--- config.mk ---
export PLATFORM = sky130hd
export DESIGN_NAME = local_frame_deframer
export DESIGN_NICKNAME = d
export VERILOG_FILES = /design/src/lfd_pkg.sv /design/src/lfd_in_stage.sv /design/src/lfd_parser.sv /design/src/lfd_rsp_stage.sv /design/src/local_frame_deframer.sv
export VERILOG_INCLUDE_DIRS = /design/src /design/src/src
export SDC_FILE = /design/constraint.sdc
export NUM_CORES = 1
export LEC_CHECK = 0
export BUFFER_PORTS_ARGS = -buffer_cell sky130_fd_sc_hd__buf_4
export CORE_ASPECT_RATIO = 0.5
export CORE_MARGIN = 5
export CORE_UTILIZATION = 58
export CTS_CLUSTER_SIZE = 14
export DETAILED_ROUTE_END_ITERATION = 8
export PLACE_DENSITY = 0.82
export SETUP_SLACK_MARGIN = 0.15
export SKIP_LAST_GASP = 1
export SYNTH_ARGS = -nofsm -noshare
export SYNTH_HDL_FRONTEND = slang
export SYNTH_HIERARCHICAL = 1
export SYNTH_SLANG_ARGS = --single-unit
export TNS_END_PERCENT = 1
--- constraint.sdc ---
create_clock -name clock -period 4.91 [get_ports clock]
set_input_delay 0.7365 -clock clock [delete_from_list [all_inputs] [get_ports clock]]
set_output_delay 0.7365 -clock clock [all_outputs]
set_load 0.02 [all_outputs]
--- src/local_frame_deframer_assert.svh ---
// Assertion macros for the frame deframer modules; used by lfd_parser.
// Depends on signals named clock and reset in the module that uses them.
`ifndef LOCAL_FRAME_DEFRAMER_ASSERT_SVH
`define LOCAL_FRAME_DEFRAMER_ASSERT_SVH

// Implication checked in the same cycle.
`define LFD_ASSERT_NOW(label, ante, cons, msg) \
   label: assert property (@(posedge clock) disable iff (reset) (ante) |-> (cons)) \
      else $error(msg);

// Implication checked in the next cycle.
`define LFD_ASSERT_NEXT(label, ante, cons, msg) \
   label: assert property (@(posedge clock) disable iff (reset) (ante) |=> (cons)) \
      else $error(msg);

`endif

--- src/lfd_pkg.sv ---
// Types and constants for the local frame deframer.
// No dependencies; used by every module of the block.
package lfd_pkg;

   // Frame layout.
   localparam int unsigned ID_BYTES    = 2;
   localparam int unsigned ID_W        = 8 * ID_BYTES;
   localparam int unsigned POS_W       = 9;
   localparam int unsigned P_START     = 0;
   localparam int unsigned P_VER       = 1;
   localparam int unsigned P_SEQ       = 2;
   localparam int unsigned P_SRC       = 3;
   localparam int unsigned P_DST       = P_SRC + ID_BYTES;
   localparam int unsigned P_TYPE      = P_DST + ID_BYTES;
   localparam int unsigned P_LEN       = P_TYPE + 1;
   localparam int unsigned HEADER_SIZE = P_LEN + 1;

   // Fixed byte values.
   localparam logic [7:0] START_BYTE  = 8'hFF;
   localparam logic [7:0] VERSION_ONE = 8'h01;
   localparam logic [7:0] END_BYTE0   = 8'h0D;
   localparam logic [7:0] END_BYTE1   = 8'h0A;

   typedef enum logic [1:0] {
      STATUS_OK          = 2'd0,
      STATUS_BAD_START   = 2'd1,
      STATUS_BAD_VERSION = 2'd2,
      STATUS_BAD_TRAILER = 2'd3
   } lfd_status_type;

   // One incoming word.
   typedef struct packed {
      logic [7:0] in_byte;
      logic       frame_start;
   } lfd_word_type;

   // One result word.
   typedef struct packed {
      logic            data_valid;
      logic [7:0]      data_byte;
      logic            frame_done;
      lfd_status_type  status;
      logic [7:0]      seq_num;
      logic [7:0]      msg_type;
      logic [ID_W-1:0] src_id;
      logic [ID_W-1:0] dst_id;
      logic [7:0]      data_len;
   } lfd_result_type;

endpackage

--- src/lfd_in_stage.sv ---
// Input register of the frame deframer: holds one accepted word.
// Depends on lfd_pkg.
module lfd_in_stage (
   input  logic                 clock,
   input  logic                 reset,
   input  logic                 req_valid,
   output logic                 req_stall,
   input  lfd_pkg::lfd_word_type req_word,
   input  logic                 take,
   output logic                 word_valid,
   output lfd_pkg::lfd_word_type word
);
   import lfd_pkg::*;

   logic         valid_ff;
   logic         valid_in;
   lfd_word_type word_ff;
   logic         accept;

   // The register frees up whenever its word moves on.
   assign req_stall = valid_ff && !take;
   assign accept    = req_valid && !req_stall;
   assign valid_in  = accept || (valid_ff && !take);

   always_ff @(posedge clock) begin
      if (reset) begin
         valid_ff <= 1'b0;
      end else begin
         valid_ff <= valid_in;
      end
   end

   // Payload needs no reset.
   always_ff @(posedge clock) begin
      if (accept) begin
         word_ff <= req_word;
      end
   end

   assign word_valid = valid_ff;
   assign word       = word_ff;

endmodule

--- src/lfd_parser.sv ---
// Frame parser: position counter, captured header and the per-word result.
// Depends on lfd_pkg and local_frame_deframer_assert.svh.
`include "local_frame_deframer_assert.svh"

module lfd_parser (
   input  logic                   clock,
   input  logic                   reset,
   input  logic                   fire,
   input  lfd_pkg::lfd_word_type   word,
   output lfd_pkg::lfd_result_type result
);
   import lfd_pkg::*;

   logic [POS_W-1:0] pos_ff, pos_in;
   logic             active_ff, active_in;
   logic             tbad_ff, tbad_in;
   logic [7:0]       seq_ff, seq_in;
   logic [7:0]       type_ff, type_in;
   logic [7:0]       len_ff, len_in;
   logic [ID_W-1:0]  src_ff, src_in;
   logic [ID_W-1:0]  dst_ff, dst_in;

   logic             cur_active;
   logic [POS_W-1:0] p;
   logic [POS_W-1:0] data_end;
   logic [7:0]       b;

   // Decode one byte against the current position in the frame.
   always_comb begin
      b          = word.in_byte;
      cur_active = word.frame_start || active_ff;
      p          = word.frame_start ? '0 : pos_ff;
      tbad_in    = word.frame_start ? 1'b0 : tbad_ff;
      active_in  = cur_active;
      pos_in     = pos_ff;
      seq_in     = seq_ff;
      type_in    = type_ff;
      len_in     = len_ff;
      src_in     = src_ff;
      dst_in     = dst_ff;
      data_end   = POS_W'(HEADER_SIZE) + {{(POS_W-8){1'b0}}, len_ff};

      result            = '0;
      result.status     = STATUS_OK;

      if (cur_active) begin
         if (p == POS_W'(P_START)) begin
            if (b != START_BYTE) begin
               result.frame_done = 1'b1;
               result.status     = STATUS_BAD_START;
               active_in         = 1'b0;
            end
         end else if (p == POS_W'(P_VER)) begin
            if (b != VERSION_ONE) begin
               result.frame_done = 1'b1;
               result.status     = STATUS_BAD_VERSION;
               active_in         = 1'b0;
            end
         end else if (p == POS_W'(P_SEQ)) begin
            seq_in = b;
         end else if (p >= POS_W'(P_SRC) && p < POS_W'(P_DST)) begin
            src_in = {src_ff[ID_W-9:0], b};
         end else if (p >= POS_W'(P_DST) && p < POS_W'(P_TYPE)) begin
            dst_in = {dst_ff[ID_W-9:0], b};
         end else if (p == POS_W'(P_TYPE)) begin
            type_in = b;
         end else if (p == POS_W'(P_LEN)) begin
            len_in = b;
         end else if (p < data_end) begin
            result.data_valid = 1'b1;
            result.data_byte  = b;
         end else if (p == data_end) begin
            tbad_in = (b != END_BYTE0);
         end else begin
            // Second trailer byte closes the frame.
            result.frame_done = 1'b1;
            result.status     = (tbad_in || b != END_BYTE1) ? STATUS_BAD_TRAILER
                                                           : STATUS_OK;
            active_in         = 1'b0;
         end
         pos_in = active_in ? p + POS_W'(1) : '0;
      end

      result.seq_num  = seq_in;
      result.msg_type = type_in;
      result.src_id   = src_in;
      result.dst_id   = dst_in;
      result.data_len = len_in;
   end

   // State advances once per processed word.
   always_ff @(posedge clock) begin
      if (reset) begin
         pos_ff    <= '0;
         active_ff <= 1'b0;
         tbad_ff   <= 1'b0;
         seq_ff    <= '0;
         type_ff   <= '0;
         len_ff    <= '0;
         src_ff    <= '0;
         dst_ff    <= '0;
      end else if (fire) begin
         pos_ff    <= pos_in;
         active_ff <= active_in;
         tbad_ff   <= tbad_in;
         seq_ff    <= seq_in;
         type_ff   <= type_in;
         len_ff    <= len_in;
         src_ff    <= src_in;
         dst_ff    <= dst_in;
      end
   end

   // The position counter rests at zero between frames.
   `LFD_ASSERT_NOW(a_idle_pos, !active_ff, pos_ff == '0, "position not zero while idle")
   // A payload word never also ends the frame.
   `LFD_ASSERT_NOW(a_data_not_done, fire && result.data_valid, !result.frame_done, "data word ends frame")
   // Ending a frame leaves the parser idle.
   `LFD_ASSERT_NEXT(a_done_idle, fire && result.frame_done, !active_ff && pos_ff == '0, "parser active after frame end")
   // A new frame always leaves the parser running or reports an error on it.
   `LFD_ASSERT_NEXT(a_start_runs, fire && word.frame_start && !result.frame_done, active_ff, "frame start did not activate parser")

endmodule

--- src/lfd_rsp_stage.sv ---
// Result register of the frame deframer with its valid flag.
// Depends on lfd_pkg.
module lfd_rsp_stage (
   input  logic                   clock,
   input  logic                   reset,
   input  logic                   load,
   input  lfd_pkg::lfd_result_type result_in,
   output logic                   can_load,
   output logic                   rsp_valid,
   input  logic                   rsp_stall,
   output lfd_pkg::lfd_result_type result
);
   import lfd_pkg::*;

   logic           valid_ff, valid_in;
   lfd_result_type result_ff;

   // Space is free when empty or when the held word leaves this cycle.
   assign can_load = !valid_ff || !rsp_stall;
   assign valid_in = load || (valid_ff && rsp_stall);

   always_ff @(posedge clock) begin
      if (reset) begin
         valid_ff <= 1'b0;
      end else begin
         valid_ff <= valid_in;
      end
   end

   always_ff @(posedge clock) begin
      if (load) begin
         result_ff <= result_in;
      end
   end

   assign rsp_valid = valid_ff;
   assign result    = result_ff;

endmodule

--- src/local_frame_deframer.sv ---
// Top level of the local frame deframer: input register, parser, result register.
// Depends on lfd_pkg, lfd_in_stage, lfd_parser and lfd_rsp_stage.
//
//   channel  | handshake            | word
//   ---------+----------------------+------------------------------------------
//   req      | req_valid/req_stall  | in_byte, frame_start
//   rsp      | rsp_valid/rsp_stall  | data, done, status, captured header fields
//
// One word is taken per cycle while req is not stalled, and gives one result word;
// it passes the input register, then parse logic into the result register.
// Synchronous reset clears the parser state, header captures and both valid flags.
// A stall on rsp holds the result register; req stalls only while the input
// register is full and its word cannot move into the result register.
module local_frame_deframer (
   input  logic        clock,
   input  logic        reset,
   input  logic        req_valid,
   output logic        req_stall,
   input  logic [7:0]  req_in_byte,
   input  logic        req_frame_start,
   output logic        rsp_valid,
   input  logic        rsp_stall,
   output logic        rsp_data_valid,
   output logic [7:0]  rsp_data_byte,
   output logic        rsp_frame_done,
   output logic [1:0]  rsp_status,
   output logic [7:0]  rsp_seq_num,
   output logic [7:0]  rsp_msg_type,
   output logic [15:0] rsp_src_id,
   output logic [15:0] rsp_dst_id,
   output logic [7:0]  rsp_data_len
);
   import lfd_pkg::*;

   lfd_word_type   req_word;
   lfd_word_type   word;
   logic           word_valid;
   logic           can_load;
   logic           fire;
   lfd_result_type next_result;
   lfd_result_type result;

   assign req_word.in_byte     = req_in_byte;
   assign req_word.frame_start = req_frame_start;

   // A held word is parsed when the result register has room.
   assign fire = word_valid && can_load;

   lfd_in_stage u_in_stage (
      .clock      (clock),
      .reset      (reset),
      .req_valid  (req_valid),
      .req_stall  (req_stall),
      .req_word   (req_word),
      .take       (can_load),
      .word_valid (word_valid),
      .word       (word)
   );

   lfd_parser u_parser (
      .clock  (clock),
      .reset  (reset),
      .fire   (fire),
      .word   (word),
      .result (next_result)
   );

   lfd_rsp_stage u_rsp_stage (
      .clock     (clock),
      .reset     (reset),
      .load      (fire),
      .result_in (next_result),
      .can_load  (can_load),
      .rsp_valid (rsp_valid),
      .rsp_stall (rsp_stall),
      .result    (result)
   );

   // Result fields to ports.
   assign rsp_data_valid = result.data_valid;
   assign rsp_data_byte  = result.data_byte;
   assign rsp_frame_done = result.frame_done;
   assign rsp_status     = result.status;
   assign rsp_seq_num    = result.seq_num;
   assign rsp_msg_type   = result.msg_type;
   assign rsp_src_id     = result.src_id;
   assign rsp_dst_id     = result.dst_id;
   assign rsp_data_len   = result.data_len;

endmodule
==> impl_metrics.env <==
export IMPL_worst_slew_pin_slew_ns=1.02
export IMPL_yosysTopAreaCellShare=0.349
export IMPL_crit_path_end_kind="flip-flop"
export IMPL_gp_congestion=0.916
export IMPL_finalCritPeriodShare=0.728
export IMPL_swShare=0.235
export IMPL_detail_route_iter0_violations=317
export IMPL_finalSetupViolCount=0
export IMPL_synthAdderAreaFrac=0.0264
export IMPL_cts_sinks=146
export IMPL_core_sq_mm=0.0111
export IMPL_startpoint_type="flip-flop"
export IMPL_ys_types=58
export IMPL_antenna_found_initial=0
export IMPL_grt_ovfl_total=0
export IMPL_p_switching_uw=645
export IMPL_start_util=0.598
export IMPL_vias=4446
export IMPL_core_rowCount=27
export IMPL_max_freq_ghz=0.280
export IMPL_ant_nets=0
export IMPL_hold_viol=0
export IMPL_min_path_cells=2
export IMPL_post_cts_buffers=0
export IMPL_required_ns=5.18
export IMPL_worstPathArrival_ns=3.84
export IMPL_finalSetupTns_ns=0
export IMPL_netlist_top_cell_by_area="edfxtp_1"
export IMPL_rr_worst_depth=8
export IMPL_grt_pass1_wl_um=23800
export IMPL_synth_area_per_cell_sq_um=12.2
export IMPL_p_seq_frac=0.488
export IMPL_yosysWarnings=6
export IMPL_layout_min_cycle_time_ns=3.57
export IMPL_power_density_mw_per_mm2=348
export IMPL_antenna_cells=0
export IMPL_clock_path_buffers=2
export IMPL_power_frac_comb=0.042
export IMPL_die_y_um=85.6
export IMPL_drive_gt1_frac=0.283
export IMPL_leakage_uw=0.00310
export IMPL_grt_max_degree=66
export IMPL_ir_drop_v=0.000227
export IMPL_drc=0
export IMPL_slew_headroom=0.322
export IMPL_grt_usage=0.221
export IMPL_rsz0062_at_grt="false"
export IMPL_design_area_sq_mm=0.00790
export IMPL_area_growth_pct=19.2
export IMPL_crit_path_max_fanout=20
export IMPL_ys_top_cells_by_area="edfxtp_1, dfxtp_1, mux2i_1"
export IMPL_port_buffers=82
export IMPL_grt_pass1_vias=4454
export IMPL_die_area_sq_mm=0.0138
export IMPL_synth_edf_count=77
export IMPL_synthSimpleGateAreaFrac=0.138
export IMPL_dp_hpwl_um=9580
export IMPL_ios=83
export IMPL_synth_cell_area_sq_mm=0.00662
export IMPL_routed_wl_um=14600
export IMPL_synthCells=543
export IMPL_yosysMostFrequentCell="edfxtp_1"
export IMPL_synth_top_family_by_area="multiplexers"
export IMPL_hp_class="flip-flop to flip-flop"
export IMPL_nets=646
export IMPL_finalMaxSlewViolations=0
export IMPL_viasPerCell=5.72
export IMPL_ys_seq_area_frac=0.558
export IMPL_drtPass1Iterations=5
export IMPL_pwr_share_clk=0.470
export IMPL_async_flop_share=0
export IMPL_synth_compound_area_frac=0.0574
export IMPL_intPower_uw=2100
export IMPL_finalPower_uw=2750
export IMPL_maxCapViolCount=0
export IMPL_syn_nets=570
export IMPL_path_clk_slew_ns=0.07
export IMPL_status="completed"
export IMPL_dpl_instance_area_sq_mm=0.00730
export IMPL_synth_area_mux_share=0.180
export IMPL_cts_tree="done"
export IMPL_crit_type="flip-flop to flip-flop"
export IMPL_synthFlopType="edfxtp_1"
export IMPL_die_width_um=161
export IMPL_cts_resized=0
export IMPL_synth_xor_area_share=0.0132
export IMPL_cts_buffers=17
export IMPL_hold_buffers=0
export IMPL_synth_top_cells_by_count="edfxtp_1, nor2_1, dfxtp_1"
export IMPL_synth_seq_cells=146
export IMPL_clock_latency_ns=0.41
export IMPL_wl_per_cell_um=18.8
export IMPL_ctsRootBufferMaster="clkbuf_16"
export IMPL_final_setup_skew_ns=0.0105
export IMPL_htree_levels=4
-- per-stage QoR --
stage          std cells  setup slack (ns)  hold WS, ns  utilization
2_1_floorplan        543             0.651        0.450            -
6_report             777              1.34        0.485        0.713
5_1_grt              777              1.08        0.482        0.713
4_1_cts              777              1.35        0.485        0.713
3_5_place_dp         745              1.41        0.474        0.659
3_3_place_gp         745              1.44        0.465        0.659
-- cell type report --
class | instances | area (sq um)
Sequential cell | 146 | 3690
Inverter | 9 | 33.8
Multi-Input combinational cell | 359 | 2750
Timing Repair Buffer | 86 | 646
Fill cell | 757 | 3180
Tap cell | 145 | 181
Clock buffer | 19 | 454
Clock inverter | 13 | 139
-- sequential cells by signal, summed over array words and instances, names as in the netlist --
| register | flops |
|---|---|
| u_parser/dst_ff | 16 |
| u_parser/src_ff | 16 |
| u_parser/pos_ff | 9 |
| u_parser/seq_ff | 8 |
| u_parser/tbad_ff | 1 |
| u_in_stage/word | 9 |
| u_rsp_stage/rsp_valid | 1 |
| u_rsp_stage/result | 68 |
| u_in_stage/word_valid | 1 |
| u_parser/active_ff | 1 |
| u_parser/len_ff | 8 |
| u_parser/type_ff | 8 |
-- worst max-delay path: stages, from the launching register on --
cell	delay (ns)
edfxtp_1	0.66
nand2b_1	0.36
inv_1	0.14
ha_1	0.39
nor2_1	0.07
a221o_2	0.46
or4_1	0.91
mux2i_1	0.36
nor2_1	0.06
-- layout by cell type (no fill, tap or decap), types with 5 or more instances in the layout --
cell	count
mux2_1	10
clkbuf_16	18
a21oi_1	12
buf_4	86
nand3_1	8
inv_6	5
ha_1	14
edfxtp_1	77
dfxtp_1	69
and2_1	11
inv_1	9
mux2i_1	57
nor3_1	6
nand2_1	28
nor2b_1	10
nor2_1	71
xor2_1	7
mux2_2	45
o21ai_0	10
-- final timing paths --
path,slack [ns],from,to
min reg2reg,0.49,u_parser/tbad_ff$_SDFFE_PP0P_,u_parser/tbad_ff$_SDFFE_PP0P_
min,0.49,u_parser/tbad_ff$_SDFFE_PP0P_,u_parser/tbad_ff$_SDFFE_PP0P_
max,1.34,u_in_stage/word[0]$_DFFE_PP_,u_parser/src_ff[14]$_SDFFE_PP0P_
max reg2reg,1.34,u_in_stage/word[0]$_DFFE_PP_,u_parser/src_ff[14]$_SDFFE_PP0P_
-- per-layer routing --
layer	part of all wire	up-vias	routed length (um)	track usage
met1	0.45	2205	6580	0.297
met5	0	-	0	0
met3	0.047	13	681	0.0446
met4	0.0098	0	143	0.0720
li1	-	2124	-	-
met2	0.49	104	7220	0.365
-- power groups by stage --
stage	registers (uW)	logic, uW	clock network, uW
2_1_floorplan	1380	38.9	0
3_3_place_gp	1370	116	0
3_5_place_dp	1370	118	0
4_1_cts	1340	118	1310
5_1_grt	1340	123	1360
6_report	1340	116	1290
-- cell families (layout without fill, tap and decap cells) --
| kind of cell | after synthesis | after routing |
|---|---|---|
| compound gates | 52 | 52 |
| xor+xnor | 10 | 10 |
| fa+ha+maj | 14 | 14 |
| buf+inv | 38 | 127 |
| flops | 146 | 146 |
| mux | 112 | 112 |
| simple gates | 171 | 171 |
Note: power is estimated with default switching activity, not from simulation.
